--- src/hdl/tcrd_pkg.sv ---
// tcrd_pkg.sv
// types, codes and default sizes for the token coherence root directory
// no dependencies
package tcrd_pkg;

   localparam int unsigned SetsDefault = 64;
   localparam int unsigned WaysDefault = 8;

   localparam logic [2:0] CMD_RD_REQ    = 3'd0;
   localparam logic [2:0] CMD_RD_DATA   = 3'd1;
   localparam logic [2:0] CMD_EVICT     = 3'd2;
   localparam logic [2:0] CMD_UPDATE    = 3'd3;
   localparam logic [2:0] CMD_DATA_TOK  = 3'd4;
   localparam logic [2:0] CMD_MEM_DONE  = 3'd5;
   localparam logic [2:0] CMD_RSVD6     = 3'd6;
   localparam logic [2:0] CMD_RSVD7     = 3'd7;

   localparam logic [2:0] ACT_FORWARD   = 3'd0;
   localparam logic [2:0] ACT_DATA_TOK  = 3'd1;
   localparam logic [2:0] ACT_MEM_READ  = 3'd2;
   localparam logic [2:0] ACT_WRITEBACK = 3'd3;
   localparam logic [2:0] ACT_ABSORB    = 3'd4;
   localparam logic [2:0] ACT_READ_RSP  = 3'd5;

   localparam logic [1:0] REG_OFFSET = 2'd0;
   localparam logic [1:0] REG_ROOTS  = 2'd1;
   localparam logic [1:0] REG_ROOTNO = 2'd2;
   localparam logic [1:0] REG_TOKENS = 2'd3;

   typedef enum logic [1:0] {
      LINE_VACANT   = 2'd0,
      LINE_FETCHING = 2'd1,
      LINE_VALID    = 2'd2,
      LINE_UNUSED   = 2'd3
   } line_state_type;

   typedef enum logic [2:0] {
      ST_IDLE,
      ST_DIVIDE,
      ST_READ,
      ST_DECIDE,
      ST_OUTPUT
   } ctrl_state_type;

   // divider handshake
   typedef struct packed {
      logic start;
   } div_ctrl_type;

   typedef struct packed {
      logic busy;
      logic done;
   } div_stat_type;

endpackage

--- src/hdl/tcrd_divider.sv ---
// tcrd_divider.sv
// radix-2 restoring divider of a 48-bit line number by a 7-bit root count
// depends on tcrd_pkg
module tcrd_divider (
   input  logic                      clock,
   input  logic                      reset,
   input  tcrd_pkg::div_ctrl_type    ctrl,
   input  logic [47:0]               dividend,
   input  logic [6:0]                divisor,
   output tcrd_pkg::div_stat_type    stat,
   output logic [47:0]               quotient,
   output logic [6:0]                remainder
);

   logic [47:0] quot_ff, quot_in;
   logic [6:0]  rem_ff, rem_in;
   logic [6:0]  div_ff, div_in;
   logic [5:0]  count_ff, count_in;
   logic        busy_ff, busy_in;
   logic        done_ff, done_in;
   logic [7:0]  trial;

   always_comb begin
      quot_in  = quot_ff;
      rem_in   = rem_ff;
      div_in   = div_ff;
      count_in = count_ff;
      busy_in  = busy_ff;
      done_in  = 1'b0;
      trial    = {rem_ff, quot_ff[47]};
      if (ctrl.start) begin
         quot_in  = dividend;
         rem_in   = 7'd0;
         div_in   = (divisor == 7'd0) ? 7'd1 : divisor;
         count_in = 6'd0;
         busy_in  = 1'b1;
      end else if (busy_ff) begin
         // one quotient bit per cycle
         if (trial >= {1'b0, div_ff}) begin
            rem_in = 7'(trial - {1'b0, div_ff});
            quot_in = {quot_ff[46:0], 1'b1};
         end else begin
            rem_in = trial[6:0];
            quot_in = {quot_ff[46:0], 1'b0};
         end
         count_in = count_ff + 6'd1;
         if (count_ff == 6'd47) begin
            busy_in = 1'b0;
            done_in = 1'b1;
         end
      end
   end

   always_ff @(posedge clock) begin
      quot_ff <= quot_in;
      rem_ff  <= rem_in;
      div_ff  <= div_in;
      count_ff <= count_in;
      if (reset) begin
         busy_ff <= 1'b0;
         done_ff <= 1'b0;
      end else begin
         busy_ff <= busy_in;
         done_ff <= done_in;
      end
   end

   assign stat.busy = busy_ff;
   assign stat.done = done_ff;
   assign quotient  = quot_ff;
   assign remainder = rem_ff;

endmodule

--- config.mk ---
export PLATFORM = sky130hd
export DESIGN_NAME = tcrd_divider
export DESIGN_NICKNAME = d
export VERILOG_FILES = /design/src/hdl/tcrd_pkg.sv /design/src/hdl/tcrd_divider.sv
export SDC_FILE = /design/constraint.sdc
export NUM_CORES = 1
export LEC_CHECK = 0
export BUFFER_PORTS_ARGS = -buffer_cell sky130_fd_sc_hd__buf_4
export CAP_MARGIN = 20
export CORE_UTILIZATION = 54
export DETAILED_ROUTE_END_ITERATION = 7
export GPL_TIMING_DRIVEN = 0
export PLACE_DENSITY = 0.95
export SLEW_MARGIN = 20
export SYNTH_ARGS = -nofsm -noshare
export SYNTH_HDL_FRONTEND = slang
export SYNTH_SLANG_ARGS = --single-unit
--- constraint.sdc ---
create_clock -name clock -period 3.9 [get_ports clock]
set_clock_uncertainty 0.1 [all_clocks]
set_input_delay 0.585 -clock clock [delete_from_list [all_inputs] [get_ports clock]]
set_output_delay 0.585 -clock clock [all_outputs]
set_load 0.02 [all_outputs]
* Word-level counts from Yosys, hierarchy flattened
Index checks and enable logic that the tools add are counted.
Word-level totals: bits in registers 70, input port bits 58, memories 0, bits in latches 0, logic and storage cells 22, ROM bits 0, output and inout bits 57, bits in writable memories 0
Operators by class: equal/unequal tests 1, reductions and logical operators 3, order comparisons 1, muxes and demuxes 8, divide/modulo/power cells 0, multiply operators 0, bitwise logic cells 1, shifts and indexed selects 0, $add $sub $neg 2
Operators with widths (count):
- 2-to-1 mux 48 bit | 2
- >= comparator 8 x 7 -> 1 bit | 1
- zero test 7 bit | 1
- 2-to-1 mux 7 bit | 1
- subtractor 7 bit | 1
- adder 6 x 1 -> 6 bit, second input constant | 1
- equality test 6 bit, second input constant | 1
- 2-to-1 mux 1 bit | 5
- OR reduction 3 bit | 1
- nonzero test 2 bit | 1
- inverter 1 bit | 1

* Longest topological paths before layout
Gate-level depths: netlist of run 1.
word-level depth 4, gate-level depth with buffers 7, depth with buffers taken out 7

* Least setup slack after synthesis of run 1
OpenSTA, ideal clock, no wires.
path type reg-to-reg, from register quot_ff[47], in the netlist quotient[47], to register rem_ff[6], in the netlist remainder[6], path buffers 0, setup time 69 ps, slack 1694 ps, data arrival time 2037 ps, stages on the path, launching flop included 8, clock period less this slack 2206 ps, data required time 3731 ps, cell sequence edfxtp_1 > inv_1 > ha_1 > fa_1 > nand2b_2 > a211o_4 > a31o_1 > o21ai_1
On the way: word-level cells in the longest chain between the ends 2, elaborated cells between the ends (all ways) 3, those cells by class 1 x add/sub; 1 x order compare; 1 x mux
Ends and longest elaborated chain:
- start, declared | line tcrd_divider.sv:15 | logic [47:0] quot_ff, quot_in;
- start signal, assigned | line tcrd_divider.sv:55 | quot_ff <= quot_in;
- subtractor 7 bit / >= comparator 8 x 7 -> 1 bit (equally long branches) | line tcrd_divider.sv:40, tcrd_divider.sv:39
- 2-to-1 mux 7 bit * | line tcrd_divider.sv:39 | if (trial >= {1'b0, div_ff}) begin
- end signal, assigned | line tcrd_divider.sv:56 | rem_ff <= rem_in;
- end, declared | line tcrd_divider.sv:16 | logic [6:0] rem_ff, rem_in;
Every way passes the cells marked *; elsewhere a longest branch is shown, timed or not. A chain may end at the register's enable or synchronous reset.

* Final worst setup path of run 1
from register quot_ff[47], in the netlist quotient[47], to register rem_ff[2], in the netlist remainder[2]
Same word-level chain as after synthesis.

==> summary.md, run 1 <==
| Metric | Value |
|---|---|
| Status | completed |
| Post-synth ARST share | 0% |
| RSZ-0062 raised after global routing | false |
| VDD IR-drop max | 0.301 mV |
| Initial antenna violation count | 0 |
| Yosys cell types | 51 |
| Gr ovfl total | 0 |
| Final critical-path required period | 2.31 ns |
| Antenna-violating nets left | 0 |
| Final Cycle Share | 59.3% |
| Synth Cell Area | 3440 um^2 |
| Sw Ratio | 27.1% |
| Max-slew headroom | 55.7% |
| Final total power | 1.98 mW |
| #FFs+latches synth | 70 |
| Worst Setup Start Kind | flop |
| Final hold slack | 0.305 ns |
| Syn avg cell area | 13.3 um^2 |
| DP Cell Count | 447 |
| CTS tree | built |
| Sequential element share of the synthesized area | 56.7% |
| Buf+Inv Stages, Crit Path | 1 |
| Drt total wl | 8.24 mm |
| Vias per inst | 5.59 |
| Vias in the first global route | 2640 |
| Mapped Cells | 258 |
| Num ports | 115 |
| Worst Setup Path Type | reg2reg |
| Yosys top cell area share | 48.0% |
| Clock power share | 32.0% |
| Setup tns final | 0 ns |
| Root buffer cell | clkbuf_8 |
| Clock Latency Late Sink | 0.34 ns |
| CP max stage cell | edfxtp_1 |
| Post_cts resized | 0 |
| Synth top cells by count | edfxtp_1, mux2_2, dfxtp_1 |
| N_diodes | 0 |
| Synthesis-to-finish area growth | 34.1% |
| Starting Density | 57.1% |
| Horiz. Die Dim | 81.8 um |
| First-pass GRT wire length | 12.0 mm |
| Switching power | 0.537 mW |
| CP delay by family, top | compound AO/OA/AOI/OAI gates |
| Pwr/cell area | 428 nW/um^2 |
| Fin cells | 463 |
| Ys Warns | 0 |
| Arr. time, crit path | 2.46 ns |
| Main area contributors after synthesis | edfxtp_1, mux2_2, dfxtp_1 |
| Worst-margin pin slew | 0.664 ns |
| HPWL after DPL | 6.01 mm |
| Clock slew at reported path FFs | 0.07 ns |
| Fillers | 401 |
| Leading area contributor after synthesis | edfxtp_1 |
| CTS sink cnt | 70 |
| Hold Crit Class | in2reg |
| Int Power | 1.44 mW |
| Leakage | 1.94 nW |
| GPL Wtd Cong | 0.846 |
| Req. time, crit path | 4.04 ns |
| Worst Setup End Kind | flop |
| Combinational power share | 21.0% |
| Setup violators final | 0 |
| Most frequent cell after synthesis | edfxtp_1 |
| TritonRoute pass-1 iters | 4 |
| Die height | 81.8 um |
| Crit path max fanout | 4 |
| Gr usage total | 24.6% |
| Post-CTS Setup Repair Bufs | 0 |
| # rows | 28 |
| Num CTS Buffers | 9 |
| Via count | 2586 |
| CTS max path bufs | 2 |
| CP peak stage delay | 0.42 ns |
| Multi-input logic area | 1360 um^2 |
| Sequential Power Share | 47.1% |
| EDFF count, synth | 55 |
| Core region area | 6030 um^2 |
| Ordered cell list for the critical path | inv_1 > ha_1 > fa_1 > nand2b_2 > a211oi_2 > o311ai_1 > a311oi_1 |
| Max Cap Violations | 0 |
| PortBufs | 114 |
| Die Area | 6700 um^2 |
| Final #Nets | 450 |
| Routed WL per cell | 17.8 um |
| Net Count, Synth | 325 |
| Ys flop type | edfxtp_1 |
| FF/Latch Area | 1950 um^2 |
| Initial DRC Count | 106 |
| Largest net degree at the start of global routing | 49 |
| DRC viols | 0 |
| Max-slew violation count | 0 |
| CTS HTree Levels | 3 |
| Fraction of layout instances using a drive strength above 1 | 51.8% |
| Final Hold Vio Count | 0 |
| Max Clk Rate | 0.432 GHz |
| Hold_buf cts | 0 |
flip-flops by register name (all words and copies together), names as in the netlist:
| name | cells |
|---|---|
| quotient | 48 |
| done_ff | 1 |
| remainder | 7 |
| div_ff | 7 |
| busy_ff | 1 |
| count_ff | 6 |
stage by stage:
step / util [%] / worst slack (ns) / instance area (um^2)
finish: 76.6 / 1.59 / 4620
global route: 76.6 / 1.41 / 4620
CTS: 76.6 / 1.53 / 4610
detailed placement: 72.9 / 1.18 / 4390
global placement: 72.9 / 1.22 / 4390
floorplan: - / 1.69 / 3440
placed cells by master, fill, tap and decap left out, types with 3 or more instances in the layout:
cell type and instances:
clkbuf_16 3, o31ai_1 4, ha_1 8, nor3b_1 8, dfxtp_1 15, nor3_1 4, mux2_2 48, clkbuf_8 9
a21oi_1 3, clkbuf_1 11, xor2_1 3, xnor2_1 3, nor2b_1 5, nand4_1 4, o311ai_1 3, inv_1 10
a41oi_1 4, buf_2 5, nor2_1 14, buf_4 116, o21ai_0 3, nand2_1 9, edfxtp_1 55
area by class of cell:
cell class                 count  share of cell area (%)
sequential                    70                    42.3
inverter                      10                   0.813
clock inverter                 2                   0.352
timing repair buffer         114                    18.5
multi-input combinational    159                    29.4
clock buffer                  14                    4.47
tap                           75                    2.03
buffer                        19                    2.09
cells by family after synthesis:
family | count (synthesis) | synth area share [%]
fa+ha+maj | 9 | 3.49
xor+xnor | 6 | 1.53
mux | 49 | 16.0
buf+inv | 29 | 3.89
compound gates | 34 | 8.14
simple gates | 61 | 10.3
flops | 70 | 56.7
power by group through the flow:
| stage | combinational, mW | sequential [mW] | clock (mW) |
|---|---|---|---|
| after detailed placement | 0.410 | 0.945 | 0 |
| after floorplan | 0.166 | 1.01 | 0 |
| final | 0.414 | 0.930 | 0.632 |
| after global routing | 0.440 | 0.939 | 0.656 |
| after global placement | 0.394 | 0.940 | 0 |
| after CTS | 0.414 | 0.931 | 0.634 |
worst reg2reg max path: stages (launching register included):
cell and delay, ns:
edfxtp_1 0.42, inv_1 0.07, ha_1 0.23, fa_1 0.42
nand2b_2 0.25, a211oi_2 0.33, o311ai_1 0.13, a311oi_1 0.28
worst paths after layout:
kind | start | to | slack [ns] | depth (start not counted)
max | quotient[47]$_DFFE_PP_ | remainder[2]$_SDFFE_PP0P_ | 1.59 | 7
min | reset | busy_ff$_SDFF_PP0_ | 0.30 | 2
max reg2reg | quotient[47]$_DFFE_PP_ | remainder[2]$_SDFFE_PP0P_ | 1.59 | 7
min reg2reg | count_ff[5]$_SDFFE_PP0P_ | count_ff[5]$_SDFFE_PP0P_ | 0.40 | 2
routing by layer:
metal	GRT usage [%]	vias up	share of wire (%)
met5	0	-	0
met4	12.8	0	3.0
met3	7.11	22	7.9
met2	44.0	114	53
met1	26.0	1230	36
li1	-	1220	-
Note: power is estimated with default switching activity, not from simulation.
==> run 2: changes to the inputs <==
- CORE_UTILIZATION: 54 -> 46
- PLACE_DENSITY: 0.95 -> 0.88
- clock period: 3.9 -> 1.9 ns (I/O delays scaled with it)
==> run 2 against run 1 <==
The flow now finishes with violations (negative setup slack); critical path depth unchanged; global-route usage decreased by 4.6 points; maximum frequency increased by 14%; cell count increased by 6.7%; core utilization decreased by 11 points; via count decreased by 0.23%; wire length decreased by 3.0%; critical endpoint is now remainder[5]$_SDFFE_PP0P_; largest cell class unchanged.
==> summary.md, run 2 (synthesis results as in run 1) <==
| Metric | Value |
|---|---|
| Via count | 2580 (-0.23%) |
| Finished Cell Area | 4790 um^2 (+3.7%) |
| Ordered cell list for the critical path | inv_2 > ha_4 > fa_2 > nand2b_4 > a211o_4 > a31o_1 > o21ai_1 |
| Synthesis-to-finish area growth | 39.1% |
| Worst slack at placement | -0.530 ns (-1.71 ns) |
| Worst-margin pin slew | 0.541 ns (-0.123 ns) |
| CTS tree | built |
| Number of flip-flops in the largest register | 48 (unchanged) |
| Worst Setup End Kind | flop |
| Max Cap Violations | 0 (unchanged) |
| First-pass GRT wire length | 11.6 mm (-3.1%) |
| Max-slew headroom | 63.9% (+8.2 points) |
| N_diodes | 0 (unchanged) |
| Final #Nets | 458 (+1.8%) |
| Sequential Power Share | 47.9% (+0.8 points) |
| DRC viols | 0 (unchanged) |
| PortBufs | 114 (unchanged) |
| HPWL after DPL | 5.66 mm (-5.8%) |
| Initial DRC Count | 153 (+44%) |
| Max Clk Rate | 0.494 GHz (+14%) |
| Multi-input logic area | 1470 um^2 (+8.4%) |
| Final Cycle Share | 106% (+47 points) |
| Num ports | 115 (unchanged) |
| Placed inst area | 4470 um^2 (+1.7%) |
| Reg2Reg Setup Slack | -0.12 ns (-1.71 ns) |
| DP Cell Count | 471 (+5.4%) |
| TritonRoute pass-1 iters | 4 (unchanged) |
| Fillers | 560 (+40%) |
| Antenna-violating nets left | 0 (unchanged) |
| Most frequent cells in the layout | buf_4, edfxtp_1, mux2_2, dfxtp_1, nor2_1 |
| Num CTS Buffers | 9 (unchanged) |
| Gr usage total | 20.0% (-4.6 points) |
| Hold Crit Class | in2reg |
| Fin cells | 494 (+6.7%) |
| Final Hold Vio Count | 0 (unchanged) |
| CTS sink cnt | 70 (unchanged) |
| FF/Latch Area | 1950 um^2 (about the same) |
| Crit path max fanout | 7 (+3) |
| Pwr/cell area | 832 nW/um^2 (+94%) |
| Worst Setup Path Type | reg2reg |
| Final critical-path required period | 2.02 ns (-0.290 ns) |
| Int Power | 2.87 mW (+99%) |
| Req. time, crit path | 2.08 ns (-1.96 ns) |
| Sw Ratio | 28.1% (+0.92 points) |
| Starting Density | 47.5% (-9.7 points) |
| Status | finished, violations left |
| CTS max path bufs | 2 (unchanged) |
| GPL Wtd Cong | 0.817 (-3.5%) |
| RSZ-0062 raised after global routing | true |
| Buf+Inv Stages, Crit Path | 1 (unchanged) |
| Worst Setup Start Kind | flop |
| CP max stage cell | edfxtp_1 |
| Die Area | 7830 um^2 (+17%) |
| Routed WL per cell | 16.2 um (-9.0%) |
| CP peak stage delay | 0.42 ns (about the same) |
| Setup tns final | -0.816 ns (-0.816 ns) |
| Arr. time, crit path | 2.20 ns (-0.26 ns) |
| Vias per inst | 5.22 (-6.5%) |
| Combinational power share | 22.5% (+1.5 points) |
| Final hold slack | 0.0960 ns (-0.209 ns) |
| CTS HTree Levels | 3 (unchanged) |
| # rows | 31 (+11%) |
| Root buffer cell | clkbuf_8 |
| Clock slew at reported path FFs | 0.08 ns (about the same) |
| Horiz. Die Dim | 88.5 um (+8.1%) |
| CP delay by family, top | compound AO/OA/AOI/OAI gates |
| Switching power | 1.12 mW (+110%) |
| VDD IR-drop max | 0.457 mV (+52%) |
| Leakage | 1.97 nW (+1.5%) |
| Fraction of layout instances using a drive strength above 1 | 56.7% (+4.9 points) |
| Clock power share | 29.6% (-2.4 points) |
| Vias in the first global route | 2484 (-5.9%) |
| Die height | 88.5 um (+8.1%) |
| Drt total wl | 8.00 mm (-3.0%) |
| Clock Latency Late Sink | 0.35 ns (about the same) |
| Most common cell after layout, fill and taps aside | buf_4 |
| Max-slew violation count | 0 (unchanged) |
| Gr ovfl total | 0 (unchanged) |
| Core region area | 7250 um^2 (+20%) |
| Fin worst setup slack | -0.123 ns (-1.71 ns) |
| Final core utilization | 66.0% (-11 points) |
| Violated checks | negative setup slack |
| Setup violators final | 8 (+8) |
| Final total power | 3.99 mW (+100%) |
| Largest net degree at the start of global routing | 25 (-49%) |
| Initial antenna violation count | 0 (unchanged) |
run 2: cell types whose count changed in the layout (fill, tap and decap cells not counted), moves of 3 or more:
cell / delta
a41oi_1: -4
a41oi_2: +4
buf_4: +4
clkbuf_16: -3
ha_1: -3
run 2: final cells by class:
cell class	instances	area share, %
Buffer	19	2.04
Clock buffer	9	2.59
Clock inverter	6	1.31
Inverter	10	0.784
Multi-Input combinational cell	160	30.7
Sequential cell	70	40.8
Tap cell	99	2.59
Timing Repair Buffer	121	19.2
run 2: routing by layer:
metal | track usage, % | vias to the layer above | share of wire (%) | wire (um)
met5 | 0 | - | 0 | 0
met4 | 10.6 | 0 | 2.4 | 189
met3 | 2.89 | 17 | 3.1 | 246
met2 | 33.7 | 73 | 52 | 4130
met1 | 25.1 | 1258 | 43 | 3440
li1 | - | 1232 | - | -
run 2: repair_timing:
item                                    4_1_cts  5_1_grt
hold endpoints to repair                      2        0
hold buffers                                  1        0
buffers inserted                              6        0
gates resized for setup                       6       11
gates cloned                                  1        0
endpoints found under the setup margin       56       49
pin swaps                                     9        4
run 2: final timing paths:
check,start,endpoint,depth (start not counted)
worst max-delay path,quotient[47]$_DFFE_PP_,remainder[5]$_SDFFE_PP0P_,7
worst min-delay path,divisor[3],div_ff[3]$_SDFFCE_PN0P_,2
worst max register to register,quotient[47]$_DFFE_PP_,remainder[5]$_SDFFE_PP0P_,7
worst min register to register,count_ff[5]$_SDFFE_PP0P_,count_ff[5]$_SDFFE_PP0P_,2
run 2: power by group through the flow:
stage | combinational, mW | sequential, mW | clock (mW)
2_1_floorplan | 0.350 | 2.07 | 0
3_3_place_gp | 0.824 | 1.93 | 0
3_5_place_dp | 0.845 | 1.94 | 0
4_1_cts | 0.882 | 1.91 | 1.20
5_1_grt | 0.961 | 1.93 | 1.25
6_report | 0.896 | 1.91 | 1.18
run 2: worst reg2reg max path, stage by stage, from the launching register on:
cell,delay (ns)
edfxtp_1,0.42
inv_2,0.07
ha_4,0.16
fa_2,0.33
nand2b_4,0.17
a211o_4,0.38
a31o_1,0.21
o21ai_1,0.12
==> run 3: changes to the inputs <==
- GPL_TIMING_DRIVEN: 0 -> 1
==> run 3 against run 2 <==
The flow still finishes with violations (negative setup slack); via count fell by 2.6%; core utilization shrank 0.19 points; global-route usage down 0.91 points; non-clock buffer count unchanged; register-to-register slack gained 0.03 ns; first-iteration DRC count fell by 8.5%; worst hold slack lost 0.067 ns; cell count down 0.20%; maximum frequency is 1.5% higher; flip-flop and latch count did not move; combinational power grew 2%; critical endpoint is now remainder[6]$_SDFFE_PP0P_; largest cell class unchanged; highest routed layer unchanged.
==> summary.md, run 3 (synthesis results as in run 1) <==
| Metric | Value |
|---|---|
| Status | finished, violations left |
| Violated checks | negative setup slack |
| GPL Wtd Cong | 0.837 (+2.4%) |
| CP peak stage delay | 0.39 ns (-0.03 ns) |
| Root buffer cell | clkbuf_8 |
| Buf+Inv Stages, Crit Path | 1 (unchanged) |
| CP delay by family, top | compound AO/OA/AOI/OAI gates |
| Starting Density | 47.5% (unchanged) |
| DRC viols | 0 (unchanged) |
| Worst-margin pin slew | 0.322 ns (-0.218 ns) |
| Fin worst setup slack | -0.0928 ns (+0.0304 ns) |
| Horiz. Die Dim | 88.5 um (unchanged) |
| Final total power | 3.84 mW (-3.6%) |
| Worst Setup Start Kind | flop |
| PortBufs | 114 (unchanged) |
| Clock Latency Late Sink | 0.34 ns (about the same) |
| Final critical-path required period | 1.99 ns (-0.0304 ns) |
| Final #Nets | 457 (-0.22%) |
| Max Clk Rate | 0.502 GHz (+1.5%) |
| Num ports | 115 (unchanged) |
| Leakage | 2.00 nW (+1.6%) |
| Arr. time, crit path | 2.17 ns (-0.03 ns) |
| CTS sink cnt | 70 (unchanged) |
| Via count | 2512 (-2.6%) |
| Num CTS Buffers | 9 (unchanged) |
| Initial antenna violation count | 0 (unchanged) |
| Max Cap Violations | 0 (unchanged) |
| Vias in the first global route | 2427 (-2.3%) |
| Worst Setup End Kind | flop |
| Clock slew at reported path FFs | 0.08 ns (about the same) |
| Core region area | 7250 um^2 (unchanged) |
| Synthesis-to-finish area growth | 38.7% |
| Drt total wl | 7.70 mm (-3.7%) |
| Pwr/cell area | 804 nW/um^2 (-3.3%) |
| Die height | 88.5 um (unchanged) |
| Fraction of layout instances using a drive strength above 1 | 56.9% (+0.14 points) |
| # rows | 31 (unchanged) |
| RSZ-0062 raised after global routing | true |
| CP max stage cell | a211o_4 |
| Most common cell after layout, fill and taps aside | buf_4 |
| Max-slew violation count | 0 (unchanged) |
| Crit path max fanout | 7 (unchanged) |
| Routed WL per cell | 15.6 um (-3.5%) |
| VDD IR-drop max | 0.524 mV (+15%) |
| First-pass GRT wire length | 11.3 mm (-3.0%) |
| Largest net degree at the start of global routing | 49 (+96%) |
| Req. time, crit path | 2.08 ns (about the same) |
| Antenna-violating nets left | 0 (unchanged) |
| HPWL after DPL | 5.58 mm (-1.4%) |
| Setup tns final | -0.423 ns (+0.393 ns) |
| Gr usage total | 19.1% (-0.91 points) |
| N_diodes | 0 (unchanged) |
| TritonRoute pass-1 iters | 4 (unchanged) |
| Die Area | 7830 um^2 (unchanged) |
| Hold Crit Class | in2reg |
| Gr ovfl total | 0 (unchanged) |
| Final Hold Vio Count | 0 (unchanged) |
| CTS tree | built |
| Ordered cell list for the critical path | inv_1 > ha_2 > fa_2 > nand2b_4 > a211o_4 > a31o_1 > o21ai_1 |
| CTS HTree Levels | 3 (unchanged) |
| Final Cycle Share | 105% (-1.6 points) |
| Setup violators final | 8 (unchanged) |
| Most frequent cells in the layout | buf_4, edfxtp_1, mux2_2, dfxtp_1, nor2_1 |
| Number of flip-flops in the largest register | 48 (unchanged) |
| CTS max path bufs | 2 (unchanged) |
| Initial DRC Count | 140 (-8.5%) |
| Vias per inst | 5.10 (-2.4%) |
| Worst Setup Path Type | reg2reg |
| Max-slew headroom | 78.5% (+15 points) |
| Final hold slack | 0.0293 ns (-0.0667 ns) |
## run 3: cell types whose count changed in the layout (fill, tap and decap cells not counted), sizes merged
cell      before  now
buf          128  139
bufinv         1    0
clkbuf        20    9
clkinvlp       2    4
inv           11   10
or2            4    3
## run 3: area by class of cell
type	count	area [um^2]
fillers	554	2480
flip-flops and latches	70	1950
multi-input cells	159	1410
repair buffers	140	1090
clock buffers	9	124
well taps	99	124
clock inverters	6	40.0
inverters	10	37.5
## run 3: repair_timing
| action | CTS | global route |
|---|---|---|
| pin swaps | 5 | 0 |
| endpoints found under the hold margin | 1 | 0 |
| gates resized for setup | 1 | 0 |
| hold buffers | 1 | 0 |
| setup buffers | 3 | 1 |
| setup endpoints to repair | 8 | 8 |
## run 3: per-layer routing
metal / share of wire (%) / GRT usage (%) / up-vias
met1: 44 / 25.0 / 1192
met5: 0 / 0 / -
met4: 2.8 / 10.9 / 0
li1: - / - / 1230
met3: 4.4 / 2.80 / 18
met2: 49 / 30.6 / 72
## run 3: metrics by stage
step / setup WS (ns) / util, % / cell area, um^2 / instances
after floorplan: -0.167 / - / 3490 / 258
after global placement: -0.0266 / 62.9 / 4560 / 473
after detailed placement: -0.0657 / 62.9 / 4560 / 473
after CTS: -0.0531 / 65.7 / 4770 / 492
after global routing: -0.144 / 65.8 / 4780 / 493
final: -0.0928 / 65.8 / 4780 / 493
## run 3: path summary, 6_finish.rpt
path | startpoint | end | slack, ns | cells past startpoint
worst min register to register | count_ff[5]$_SDFFE_PP0P_ | done_ff$_SDFF_PP0_ | 0.39 | 2
worst max-delay path | quotient[47]$_DFFE_PP_ | remainder[6]$_SDFFE_PP0P_ | -0.09 | 7
worst min-delay path | divisor[4] | div_ff[4]$_SDFFCE_PN0P_ | 0.03 | 1
worst max register to register | quotient[47]$_DFFE_PP_ | remainder[6]$_SDFFE_PP0P_ | -0.09 | 7
## run 3: worst reg2reg max path, cell delays in order, from the launching register on
cell and delay, ns:
edfxtp_1 0.37, inv_1 0.06, ha_2 0.19, fa_2 0.34, nand2b_4 0.16, a211o_4 0.39, a31o_1 0.21, o21ai_1 0.12
## run 3: where the power goes
group	switching (mW)	internal, mW
logic	0.447	0.467
clock network	0.567	0.460
registers	0.0777	1.82
total	1.09	2.75
